--- src/cdc_pkg.sv ---
// Shared types and constants for the Collatz delay counter.
`timescale 1ns / 1ps
package cdc_pkg;

   localparam int unsigned VALUE_W = 128;
   localparam int unsigned COUNT_W = 20;

   // Register indexes
   localparam logic CSR_RECORD_THRESHOLD = 1'b0;
   localparam logic CSR_STEP_LIMIT       = 1'b1;

   localparam logic [COUNT_W-1:0] RECORD_THRESHOLD_RESET = 20'd762;
   localparam logic [COUNT_W-1:0] STEP_LIMIT_RESET       = 20'd1000000;

   // Largest n>>1 for which 3*(n>>1)+2 still fits in 128 bits
   localparam logic [VALUE_W-1:0] OVF_LIMIT =
      {64'h5555_5555_5555_5555, 64'h5555_5555_5555_5554};

   typedef enum logic [1:0] {
      ST_ONE      = 2'd0,
      ST_OVERFLOW = 2'd1,
      ST_LIMIT    = 2'd2,
      ST_ZERO     = 2'd3
   } cdc_status_type;

   typedef enum logic [1:0] {
      ENG_IDLE,
      ENG_RUN,
      ENG_DONE
   } cdc_eng_type;

   typedef struct packed {
      logic [63:0] start_high;
      logic [63:0] start_low;
   } cdc_req_type;

   typedef struct packed {
      logic [COUNT_W-1:0] steps;
      cdc_status_type     status;
      logic               new_record;
   } cdc_rsp_type;

   typedef struct packed {
      logic [VALUE_W-1:0] value;
      logic               is_zero;
   } cdc_job_type;

   typedef struct packed {
      logic [COUNT_W-1:0] record_threshold;
      logic [COUNT_W-1:0] step_limit;
   } cdc_cfg_type;

endpackage

--- src/cdc_front.sv ---
// Front end: takes requests, flags zero starts and queues them for the engine.
`timescale 1ns / 1ps
module cdc_front #(
   parameter int unsigned QUEUE_DEPTH = 2
) (
   input  logic                 clock,
   input  logic                 reset,
   input  logic                 req_valid,
   output logic                 req_stall,
   input  cdc_pkg::cdc_req_type req_data,
   output logic                 job_valid,
   input  logic                 job_pop,
   output cdc_pkg::cdc_job_type job_data
);
   import cdc_pkg::*;

   localparam int unsigned PTR_W = (QUEUE_DEPTH > 1) ? $clog2(QUEUE_DEPTH) : 1;
   localparam int unsigned CNT_W = $clog2(QUEUE_DEPTH + 1);
   localparam logic [PTR_W-1:0] LAST_PTR = PTR_W'(QUEUE_DEPTH - 1);

   cdc_job_type        ent_ff [QUEUE_DEPTH];
   logic [PTR_W-1:0]   wr_ptr_ff, wr_ptr_in;
   logic [PTR_W-1:0]   rd_ptr_ff, rd_ptr_in;
   logic [CNT_W-1:0]   count_ff, count_in;
   logic               push;
   logic               pop;
   cdc_job_type        new_job;

   assign req_stall = (count_ff == CNT_W'(QUEUE_DEPTH));
   assign push      = req_valid && !req_stall;
   assign job_valid = (count_ff != '0);
   assign pop       = job_pop && job_valid;
   assign job_data  = ent_ff[rd_ptr_ff];

   always_comb begin
      new_job.value   = {req_data.start_high, req_data.start_low};
      new_job.is_zero = (req_data.start_high == 64'd0) && (req_data.start_low == 64'd0);
   end

   always_comb begin
      wr_ptr_in = wr_ptr_ff;
      rd_ptr_in = rd_ptr_ff;
      count_in  = count_ff;
      if (push) begin
         wr_ptr_in = (wr_ptr_ff == LAST_PTR) ? '0 : wr_ptr_ff + 1'b1;
      end
      if (pop) begin
         rd_ptr_in = (rd_ptr_ff == LAST_PTR) ? '0 : rd_ptr_ff + 1'b1;
      end
      if (push && !pop) begin
         count_in = count_ff + 1'b1;
      end else if (pop && !push) begin
         count_in = count_ff - 1'b1;
      end
   end

   always_ff @(posedge clock) begin
      if (reset) begin
         wr_ptr_ff <= '0;
         rd_ptr_ff <= '0;
         count_ff  <= '0;
      end else begin
         wr_ptr_ff <= wr_ptr_in;
         rd_ptr_ff <= rd_ptr_in;
         count_ff  <= count_in;
      end
   end

   always_ff @(posedge clock) begin
      if (push) begin
         ent_ff[wr_ptr_ff] <= new_job;
      end
   end

endmodule

--- src/cdc_back.sv ---
// Back end: walks the shortcut map one step a cycle and holds the response.
`timescale 1ns / 1ps
module cdc_back (
   input  logic                 clock,
   input  logic                 reset,
   input  cdc_pkg::cdc_cfg_type cfg,
   input  logic                 job_valid,
   output logic                 job_pop,
   input  cdc_pkg::cdc_job_type job_data,
   output logic                 rsp_valid,
   input  logic                 rsp_stall,
   output cdc_pkg::cdc_rsp_type rsp_data
);
   import cdc_pkg::*;

   cdc_eng_type          state_ff, state_in;
   logic [VALUE_W-1:0]   val_ff, val_in;
   logic [COUNT_W-1:0]   cnt_ff, cnt_in;
   cdc_status_type       status_ff, status_in;
   logic                 out_valid_ff, out_valid_in;
   cdc_rsp_type          out_data_ff, out_data_in;

   logic [VALUE_W-1:0]   half;
   logic [VALUE_W-1:0]   tripled;
   logic                 is_one;
   logic                 ovf;
   logic                 out_free;

   assign half     = val_ff >> 1;
   assign tripled  = half + {half[VALUE_W-2:0], 1'b0} + VALUE_W'(2);
   assign is_one   = (val_ff == VALUE_W'(1));
   assign ovf      = (half > OVF_LIMIT);
   assign out_free = !out_valid_ff || !rsp_stall;

   assign rsp_valid = out_valid_ff;
   assign rsp_data  = out_data_ff;

   always_comb begin
      state_in     = state_ff;
      val_in       = val_ff;
      cnt_in       = cnt_ff;
      status_in    = status_ff;
      out_valid_in = out_valid_ff && rsp_stall;
      out_data_in  = out_data_ff;
      job_pop      = 1'b0;
      unique case (state_ff)
         ENG_IDLE: begin
            if (job_valid) begin
               job_pop = 1'b1;
               val_in  = job_data.value;
               cnt_in  = '0;
               if (job_data.is_zero) begin
                  status_in = ST_ZERO;
                  state_in  = ENG_DONE;
               end else begin
                  state_in  = ENG_RUN;
               end
            end
         end
         ENG_RUN: begin
            priority if (is_one) begin
               status_in = ST_ONE;
               state_in  = ENG_DONE;
            end else if (cnt_ff >= cfg.step_limit) begin
               status_in = ST_LIMIT;
               state_in  = ENG_DONE;
            end else if (val_ff[0] && ovf) begin
               status_in = ST_OVERFLOW;
               state_in  = ENG_DONE;
            end else begin
               val_in = val_ff[0] ? tripled : half;
               cnt_in = cnt_ff + 1'b1;
            end
         end
         ENG_DONE: begin
            if (out_free) begin
               out_valid_in           = 1'b1;
               out_data_in.status     = status_ff;
               out_data_in.steps      = (status_ff == ST_ONE) ? cnt_ff : '0;
               out_data_in.new_record = (status_ff == ST_ONE) &&
                                        (cnt_ff > cfg.record_threshold);
               state_in               = ENG_IDLE;
            end
         end
         default: begin
            state_in = ENG_IDLE;
         end
      endcase
   end

   always_ff @(posedge clock) begin
      if (reset) begin
         state_ff     <= ENG_IDLE;
         out_valid_ff <= 1'b0;
      end else begin
         state_ff     <= state_in;
         out_valid_ff <= out_valid_in;
      end
   end

   always_ff @(posedge clock) begin
      val_ff      <= val_in;
      cnt_ff      <= cnt_in;
      status_ff   <= status_in;
      out_data_ff <= out_data_in;
   end

endmodule

--- src/collatz_delay_counter_core.sv ---
// Top level of the Collatz delay counter: registers, front end and step engine.
`timescale 1ns / 1ps
// Each request (a 128-bit start value) gives one response: the shortcut-map step
// count to reach one, a status and a record flag. The engine does one map step a
// cycle until the request reaches one, overflows or hits the step limit; a zero
// start skips the walk. A QUEUE_DEPTH-entry queue in front of the engine and the
// response register let requests and responses move while the engine is busy.
// Write the registers only while no request is outstanding.
module collatz_delay_counter_core #(
   parameter int unsigned QUEUE_DEPTH = 2
) (
   input  logic                 clock,
   input  logic                 reset,
   input  logic                 req_valid,
   output logic                 req_stall,
   input  cdc_pkg::cdc_req_type req_data,
   output logic                 rsp_valid,
   input  logic                 rsp_stall,
   output cdc_pkg::cdc_rsp_type rsp_data,
   input  logic                 csr_valid,
   output logic                 csr_ready,
   input  logic                 csr_index,
   input  logic [19:0]          csr_wdata
);
   import cdc_pkg::*;

   cdc_cfg_type cfg_ff, cfg_in;
   logic        job_valid;
   logic        job_pop;
   cdc_job_type job_data;

   assign csr_ready = 1'b1;

   always_comb begin
      cfg_in = cfg_ff;
      if (csr_valid && csr_ready) begin
         unique case (csr_index)
            CSR_RECORD_THRESHOLD: cfg_in.record_threshold = csr_wdata;
            CSR_STEP_LIMIT:       cfg_in.step_limit       = csr_wdata;
            default:              cfg_in                  = cfg_ff;
         endcase
      end
   end

   always_ff @(posedge clock) begin
      if (reset) begin
         cfg_ff.record_threshold <= RECORD_THRESHOLD_RESET;
         cfg_ff.step_limit       <= STEP_LIMIT_RESET;
      end else begin
         cfg_ff <= cfg_in;
      end
   end

   cdc_front #(
      .QUEUE_DEPTH (QUEUE_DEPTH)
   ) u_front (
      .clock     (clock),
      .reset     (reset),
      .req_valid (req_valid),
      .req_stall (req_stall),
      .req_data  (req_data),
      .job_valid (job_valid),
      .job_pop   (job_pop),
      .job_data  (job_data)
   );

   cdc_back u_back (
      .clock     (clock),
      .reset     (reset),
      .cfg       (cfg_ff),
      .job_valid (job_valid),
      .job_pop   (job_pop),
      .job_data  (job_data),
      .rsp_valid (rsp_valid),
      .rsp_stall (rsp_stall),
      .rsp_data  (rsp_data)
   );

endmodule

--- config.mk ---
export PLATFORM = sky130hd
export DESIGN_NAME = collatz_delay_counter_core
export DESIGN_NICKNAME = d
export VERILOG_FILES = /design/src/cdc_pkg.sv /design/src/cdc_front.sv /design/src/cdc_back.sv /design/src/collatz_delay_counter_core.sv
export SDC_FILE = /design/constraint.sdc
export NUM_CORES = 1
export LEC_CHECK = 0
export BUFFER_PORTS_ARGS = -buffer_cell sky130_fd_sc_hd__buf_2
export CAP_MARGIN = 20
export CORE_UTILIZATION = 40
export DETAILED_ROUTE_END_ITERATION = 12
export GPL_TIMING_DRIVEN = 1
export SLEW_MARGIN = 20
export SYNTH_ARGS = -nofsm -noshare
export SYNTH_HDL_FRONTEND = slang
export SYNTH_SLANG_ARGS = --single-unit
--- constraint.sdc ---
create_clock -name clock -period 12.3 [get_ports clock]
set_clock_uncertainty 0.15 [all_clocks]
set_input_delay 1.23 -clock clock [delete_from_list [all_inputs] [get_ports clock]]
set_output_delay 1.23 -clock clock [all_outputs]
set_load 0.005 [all_outputs]
==> metrics.md, run 1 <==
| Metric | Value |
|---|---|
| Hold Buf Count CTS | `0` |
| Cts repair resizes | `0` |
| Crit Path Class | `register to register` |
| Root Driver | `clkbuf_16` |
| Achievable Freq | `about 190 MHz` |
| Pre-antenna DRT Iters | `5` |
| #FFs+latches synth | `479` |
| Final WL | `105000 um` |
| Least-Margin Pin Slew | `between 1000 and 1500 ps` |
| Internal reg-to-reg setup slack | `6950 ps` |
| Initial drt markers | `about 2100` |
| Die height | `295 um` |
| Top post-synthesis cells by area | `edfxtp_1 38%, ha_1 18%, a21oi_1 5.4%, mux2i_1 3.8%, nand2_1 3.6%` |
| Status | `finished, final reports clean` |
| Worst Hold Path Cells | `2` |
| Synthesized cell area | `roughly 0.034 mm^2` |
| Vias per cell | `5.61` |
| Worst skew pair latency | `630 ps` |
| Die area | `0.0871 mm^2` |
| Syn. warnings | `0` |
| Layout cells sized above 1 | `8.90%` |
| Clock period minus worst slack | `5350 ps` |
| Io pins | `180` |
| Post-route cell area | `0.0379 mm^2` |
| R2R cell count | `14` |
| Overflow after GRT | `0` |
| H-Tree Depth | `2` |
| Clock-pin slew on the worst setup and hold paths | `approximately 60 ps` |
| Core area | `0.0851 mm^2` |
| Endpoint, Worst Hold | `cfg_ff[12]$_SDFFE_PP0P_` |
| Top-count cell post-synth | `ha_1` |
| Reg-to-reg startpoint | `u_back.val_ff[5]$_DFFE_PP_` |
| FP Rows | `107` |
| Sequential fraction of the synthesis area | `roughly 40%` |
| Largest net degree at the start of global routing | `about 110` |
| Hold wc startpoint | `cfg_ff[12]$_SDFFE_PP0P_` |
| I/O Buffers | `178` |
| Global Route Usage Sum | `between 20% and 30%` |
| DIE WIDTH | `approximately 300 um` |
| Final hold violation count | `0` |
| Post-CTS setup buffers | `0` |
| CTS Buf Count | `55` |
| Clock Path Buffers | `3` |
| Net Count, Synth | `4093` |
| Hpwl dp | `80900 um` |
| Via total after detailed routing | `~27000` |
| Endpoints failing setup | `0` |
| Initial core utilization | `40.4%` |
| Area added between synthesis and finish | `10.2%` |
| Critical R2R Capture | `u_back.val_ff[31]$_DFFE_PP_` |
| Async set or reset register ratio after synthesis | `0%` |
| Avg WL per Cell | `22.1 um` |
| Mean post-synth cell area | `9.94 um^2` |
| Normalized max-slew margin | `a little under a quarter` |
| Worst Path Required | `12370 ps` |
| Worst hold path type | `register to register` |
| Initial antenna violation count | `2` |
| Antenna cells | `0` |
| # clock sinks | `approximately 480` |
| DP Area | `0.0360 mm^2` |
| Vias in the first global route | `25600` |
| Maxcap violations | `0` |
| Top post-synthesis cells by count | `481 x ha_1, 431 x edfxtp_1, 368 x a21oi_1, 327 x nand2_1, 268 x inv_1` |
| Critical path peak fanout | `65` |
| GP Congestion | `just over 1` |
| Cell variety after synth | `85` |
| RSZ-0062 raised after global routing | `false` |
| Final Max Tran Viols | `0` |
| DRC Markers | `0` |
| Setup_tns | `0 ps` |
| Worst setup EP type | `register` |
| Top cell type by total area after synthesis | `edfxtp_1` |
| First-pass GRT wire length | `157000 um` |
| Post-synth top flop | `edfxtp_1` |
| Final period utilization | `43.5%` |
| CTS tree | `built` |
| Synth top area share | `37.6%` |
| Startpoint types | `register` |
| Number of routed nets with antenna violations | `0` |
| Crit path DAT | `5420 ps` |
| EDFF count, synth | `431` |
| Total Nets Final | `4188` |
| Post-Synthesis Cells | `3457` |
[per-layer routing]
layer	share of wire (%)	GRT usage [%]	vias up
li1	-	-	12900
met1	46	33.5	12900
met2	45	37.7	752
met3	5.4	2.69	121
met4	3.2	7.44	2
met5	0.019	0	-
[metrics by stage]
step                      setup WS [ps]  instances  hold WS (ps)  util [%]
after floorplan                    2040       3457           286         -
after detailed placement           6970       4639           299      42.3
after CTS                          6930       4739           308      44.5
final                              6950       4739           304      44.5
after global placement             7030       4639           294      42.3
after global routing               6680       4739           323      44.5
[layout by cell type (no fill, tap or decap), types with 45 or more instances in the layout]
cell and instances:
a211oi_1 45, a21o_1 95, a21oi_1 367, buf_2 178
clkbuf_16 57, dfxtp_1 47, edfxtp_1 431, ha_1 481
inv_1 268, mux2i_1 129, nand2_1 327, nand4_1 135
nor2_1 166, nor4_1 50, o211a_1 45, o21ai_0 150
xnor2_1 71, xor2_1 62
[worst max-delay path, stage by stage, from the launching register on]
cell and delay (ps):
edfxtp_1 500, ha_1 240, a21o_1 180, a21o_1 180, a21o_1 180, a21o_1 170, a21oi_1 240, o221ai_1 330
a31o_2 370, a21oi_1 210, o31ai_1 120, and2_1 170, o211ai_1 220, buf_4 790, buf_4 840
[sequential cells by signal, summed over array words and instances (netlist names), named ones only]
register and cells:
cfg_ff 40, u_back.cnt_ff 20, u_back.rsp_data 23, u_back.rsp_valid 1, u_back.state_ff 2, u_back.status_ff 2, u_back.val_ff 128, u_front.count_ff 2
u_front.ent_ff 258, u_front.rd_ptr_ff 1, u_front.wr_ptr_ff 1
[cells by family (layout without fill, tap and decap cells)]
logic type,count (synthesis),after routing,synth area share [%]
adder cells (fa/ha/maj),482,482,17.6
multiplexers,130,130,3.79
XOR/XNOR,133,133,3.39
flip-flops,479,479,40.4
AO/OA/AOI/OAI,928,928,17.1
buffers and inverters,430,568,5.55
other,1,1,0.0109
AND/OR/NAND/NOR,874,874,12.1
[worst max-delay path by stage]
stage | start | to | slack (ps) | depth (start not counted)
after floorplan | u_back.cnt_ff[5]$_SDFFCE_PN0P_ | u_back.cnt_ff[0]$_SDFFCE_PN0P_ | 2040 | 12
after global placement | u_back.val_ff[5]$_DFFE_PP_ | u_back.val_ff[26]$_DFFE_PP_ | 7030 | 14
after detailed placement | u_back.val_ff[5]$_DFFE_PP_ | u_back.val_ff[29]$_DFFE_PP_ | 6970 | 14
after CTS | u_back.val_ff[5]$_DFFE_PP_ | u_back.val_ff[31]$_DFFE_PP_ | 6930 | 14
after global routing | u_back.val_ff[5]$_DFFE_PP_ | u_back.val_ff[31]$_DFFE_PP_ | 6680 | 14
final | u_back.val_ff[5]$_DFFE_PP_ | u_back.val_ff[31]$_DFFE_PP_ | 6950 | 14
[cell type report]
type	instances	area, um^2
Fill cell	8245	47300
Multi-Input combinational cell	2548	18600
Sequential cell	479	13900
Clock buffer	68	1470
Tap cell	1144	1430
Timing Repair Buffer	200	1070
Inverter	268	1010
Clock inverter	32	410
Power of run 1 is not shown: default switching activity piles up to over one toggle a cycle in this logic, so the estimate is an artifact.
==> run 2, diff against run 1 <==
clock period = 4.5 ns   (was 12.3 ns; I/O delays follow)
==> run 2 against run 1 <==
Against the previous run:
- routed wire length up 1.2%
- register-to-register slack worse by 6900 ps
- global-route usage grew 0.21 points
- final cell count increased by 6.5%
- clock-buffer cell count fell by 4
- sequential cell count is the same
- non-clock buffer count up 305
- design area rose by 7.9%
- setup slack got worse by 6900 ps
- fmax up 20%
- worst hold slack lost 210 ps
- critical path type unchanged
==> metrics.md, run 2 (same netlist as run 1, synthesis figures left out) <==
| Metric | Value |
|---|---|
| Status | `finished, final reports clean (unchanged)` |
| Largest registers | `u_front.ent_ff (258), u_back.val_ff (128), cfg_ff (40) (unchanged)` |
| Io pins | `180 (unchanged)` |
| Commonest cells after routing, fill and taps aside | `476 x ha_1, 431 x edfxtp_1, 359 x a21oi_1 (was 481 x ha_1, 431 x edfxtp_1, 367 x a21oi_1)` |
| Maxcap violations | `0 (unchanged)` |
| Startpoint types | `register (unchanged)` |
| Worst skew pair latency | `640 ps (was 630 ps)` |
| I/O Buffers | `178 (unchanged)` |
| Global Route Usage Sum | `23.9% (was 23.7%)` |
| Endpoint, Worst Hold | `u_front.ent_ff[0][65]$_DFFE_PP_ (was cfg_ff[12]$_SDFFE_PP0P_)` |
| Die area | `0.0871 mm^2 (unchanged)` |
| Layout cells sized above 1 | `13.2% (was 8.90%)` |
| CTS tree | `built (unchanged)` |
| # clock sinks | `479 (unchanged)` |
| Worst Hold Path Cells | `1 (was 2)` |
| Clock-pin slew on the worst setup and hold paths | `60 ps (about the same)` |
| Initial core utilization | `40.4% (unchanged)` |
| Worst setup EP type | `register (unchanged)` |
| Vias in the first global route | `26600 (was 25600)` |
| DIE WIDTH | `295 um (unchanged)` |
| DRC Markers | `0 (unchanged)` |
| Achievable Freq | `225 MHz (was 187 MHz)` |
| Critical path depth | `16 (was 14)` |
| Largest net degree at the start of global routing | `196 (was 105)` |
| Clock Path Buffers | `3 (unchanged)` |
| CTS Buf Count | `56 (was 55)` |
| Cell family with most CP delay | `compound AO/OA/AOI/OAI gates (unchanged)` |
| H-Tree Depth | `2 (unchanged)` |
| Filler cells | `8047 (was 8245)` |
| Final WL | `106000 um (was 105000 um)` |
| Reg-to-reg startpoint | `u_back.val_ff[4]$_DFFE_PP_ (was u_back.val_ff[5]$_DFFE_PP_)` |
| Commonest non-fill, non-tap cell in the layout | `ha_1 (unchanged)` |
| DP Worst Slack | `-294 ps (was 6970 ps)` |
| Critical path peak fanout | `21 (was 65)` |
| Max reg flops | `258 (unchanged)` |
| Crit path setup slack, layout | `61.1 ps (was 6950 ps)` |
| Antenna cells | `0 (unchanged)` |
| Initial antenna violation count | `1 (was 2)` |
| Most used cell, CP | `a21o_1 (unchanged)` |
| Crit-path cells | `buf_4, ha_1, a21o_1, a21o_1, a21o_1, a21o_1, a21oi_1, o221ai_1, a31o_2, a21oi_1, o31ai_1, and2_1, o211ai_1, buf_4, buf_12, buf_12 (was ha_1, a21o_1, a21o_1, a21o_1, a21o_1, a21oi_1, o221ai_1, a31o_2, a21oi_1, o31ai_1, and2_1, o211ai_1, buf_4, buf_4)` |
| Avg WL per Cell | `21.0 um (was 22.1 um)` |
| Worst Path Required | `4650 ps (was 12370 ps)` |
| Overflow after GRT | `0 (unchanged)` |
| Final hold violation count | `0 (unchanged)` |
| Internal reg-to-reg setup slack | `60 ps (was 6950 ps)` |
| First-pass GRT wire length | `160000 um (was 157000 um)` |
| Inst Count DP | `4784 (was 4639)` |
| Final Max Tran Viols | `0 (unchanged)` |
| Die height | `295 um (unchanged)` |
| Critical Path Slowest Stage Cell | `edfxtp_1 (was buf_4)` |
| Least-Margin Pin Slew | `975 ps (was 1150 ps)` |
| Hpwl dp | `81400 um (was 80900 um)` |
| R2R cell count | `16 (was 14)` |
| Total Nets Final | `4494 (was 4188)` |
| Crit Path Class | `register to register (unchanged)` |
| Initial drt markers | `2173 (was 2145)` |
| Biggest register | `u_front.ent_ff (unchanged)` |
| Pre-antenna DRT Iters | `6 (was 5)` |
| FP Rows | `107 (unchanged)` |
| Number of routed nets with antenna violations | `0 (unchanged)` |
| Non-Filler Instances | `5048 (was 4739)` |
| Setup_tns | `0 ps (unchanged)` |
| Root Driver | `clkbuf_16 (unchanged)` |
| Vias per cell | `5.48 (was 5.61)` |
| Via total after detailed routing | `27600 (was 26600)` |
| Core area | `0.0851 mm^2 (unchanged)` |
| Clock period minus worst slack | `4440 ps (was 5350 ps)` |
| Crit path DAT | `4590 ps (was 5420 ps)` |
| Hold wc startpoint | `req_data[64] (was cfg_ff[12]$_SDFFE_PP0P_)` |
| Endpoints failing setup | `0 (unchanged)` |
| Buf/Inv on CP | `4 (was 2)` |
| Final period utilization | `98.6% (was 43.5%)` |
| GP Congestion | `1.01 (was 1.03)` |
| Critical R2R Capture | `u_back.val_ff[32]$_DFFE_PP_ (was u_back.val_ff[31]$_DFFE_PP_)` |
| Normalized max-slew margin | `35.0% (was 22.7%)` |
| Area added between synthesis and finish | `18.9% (was 10.2%)` |
| CP peak stage delay | `380 ps (was 840 ps)` |
| Worst hold path type | `primary input to register (was register to register)` |
run 2: cell type report:
cell class / count / area (um^2) / share of cell area (%)
Inverter: 268 / 1010 / 2.46
Tap cell: 1144 / 1430 / 3.50
Timing Repair Buffer: 505 / 3900 / 9.55
Multi-Input combinational cell: 2548 / 18800 / 46.0
Clock buffer: 64 / 1430 / 3.50
Sequential cell: 479 / 13900 / 34.0
Clock inverter: 40 / 374 / 0.915
run 2: how the worst max path moves through the flow:
stage	from	end	slack, ps
final	u_back.val_ff[4]$_DFFE_PP_	u_back.val_ff[32]$_DFFE_PP_	60
after global routing	u_back.val_ff[13]$_DFFE_PP_	u_back.val_ff[120]$_DFFE_PP_	-30
after CTS	u_back.val_ff[2]$_DFFE_PP_	u_back.val_ff[108]$_DFFE_PP_	1
after detailed placement	u_back.val_ff[13]$_DFFE_PP_	u_back.val_ff[124]$_DFFE_PP_	-290
after global placement	u_back.val_ff[13]$_DFFE_PP_	u_back.val_ff[124]$_DFFE_PP_	-240
after floorplan	u_back.cnt_ff[5]$_SDFFCE_PN0P_	u_back.cnt_ff[0]$_SDFFCE_PN0P_	-5580
run 2: metrics by stage:
| step | utilization [%] | cell area (um^2) | hold WS (ps) |
|---|---|---|---|
| 3_5_place_dp | 43.8 | 37300 | 298 |
| 6_report | 48.0 | 40900 | 93.7 |
| 3_3_place_gp | 43.8 | 37300 | 294 |
| 5_1_grt | 48.0 | 40900 | 43.9 |
| 2_1_floorplan | - | 34400 | 286 |
| 4_1_cts | 47.7 | 40600 | 63.4 |
run 2: routing by layer:
metal	share of wire (%)	vias up	GRT usage (%)	wire length [um]
met3	4.9	118	2.53	5140
li1	-	13500	-	-
met5	0	-	0	0
met1	47	13300	33.7	49400
met2	46	761	38.7	48500
met4	2.7	0	6.52	2910
run 2: repair_timing:
item | CTS | global route
hold buffers | 148 | 0
hold endpoints to repair | 295 | 0
pin swaps | 0 | 9
buffers inserted | 0 | 12
endpoints found under the setup margin | 11 | 137
resized for setup | 4 | 49
Power of run 2 is left out for the same reason.
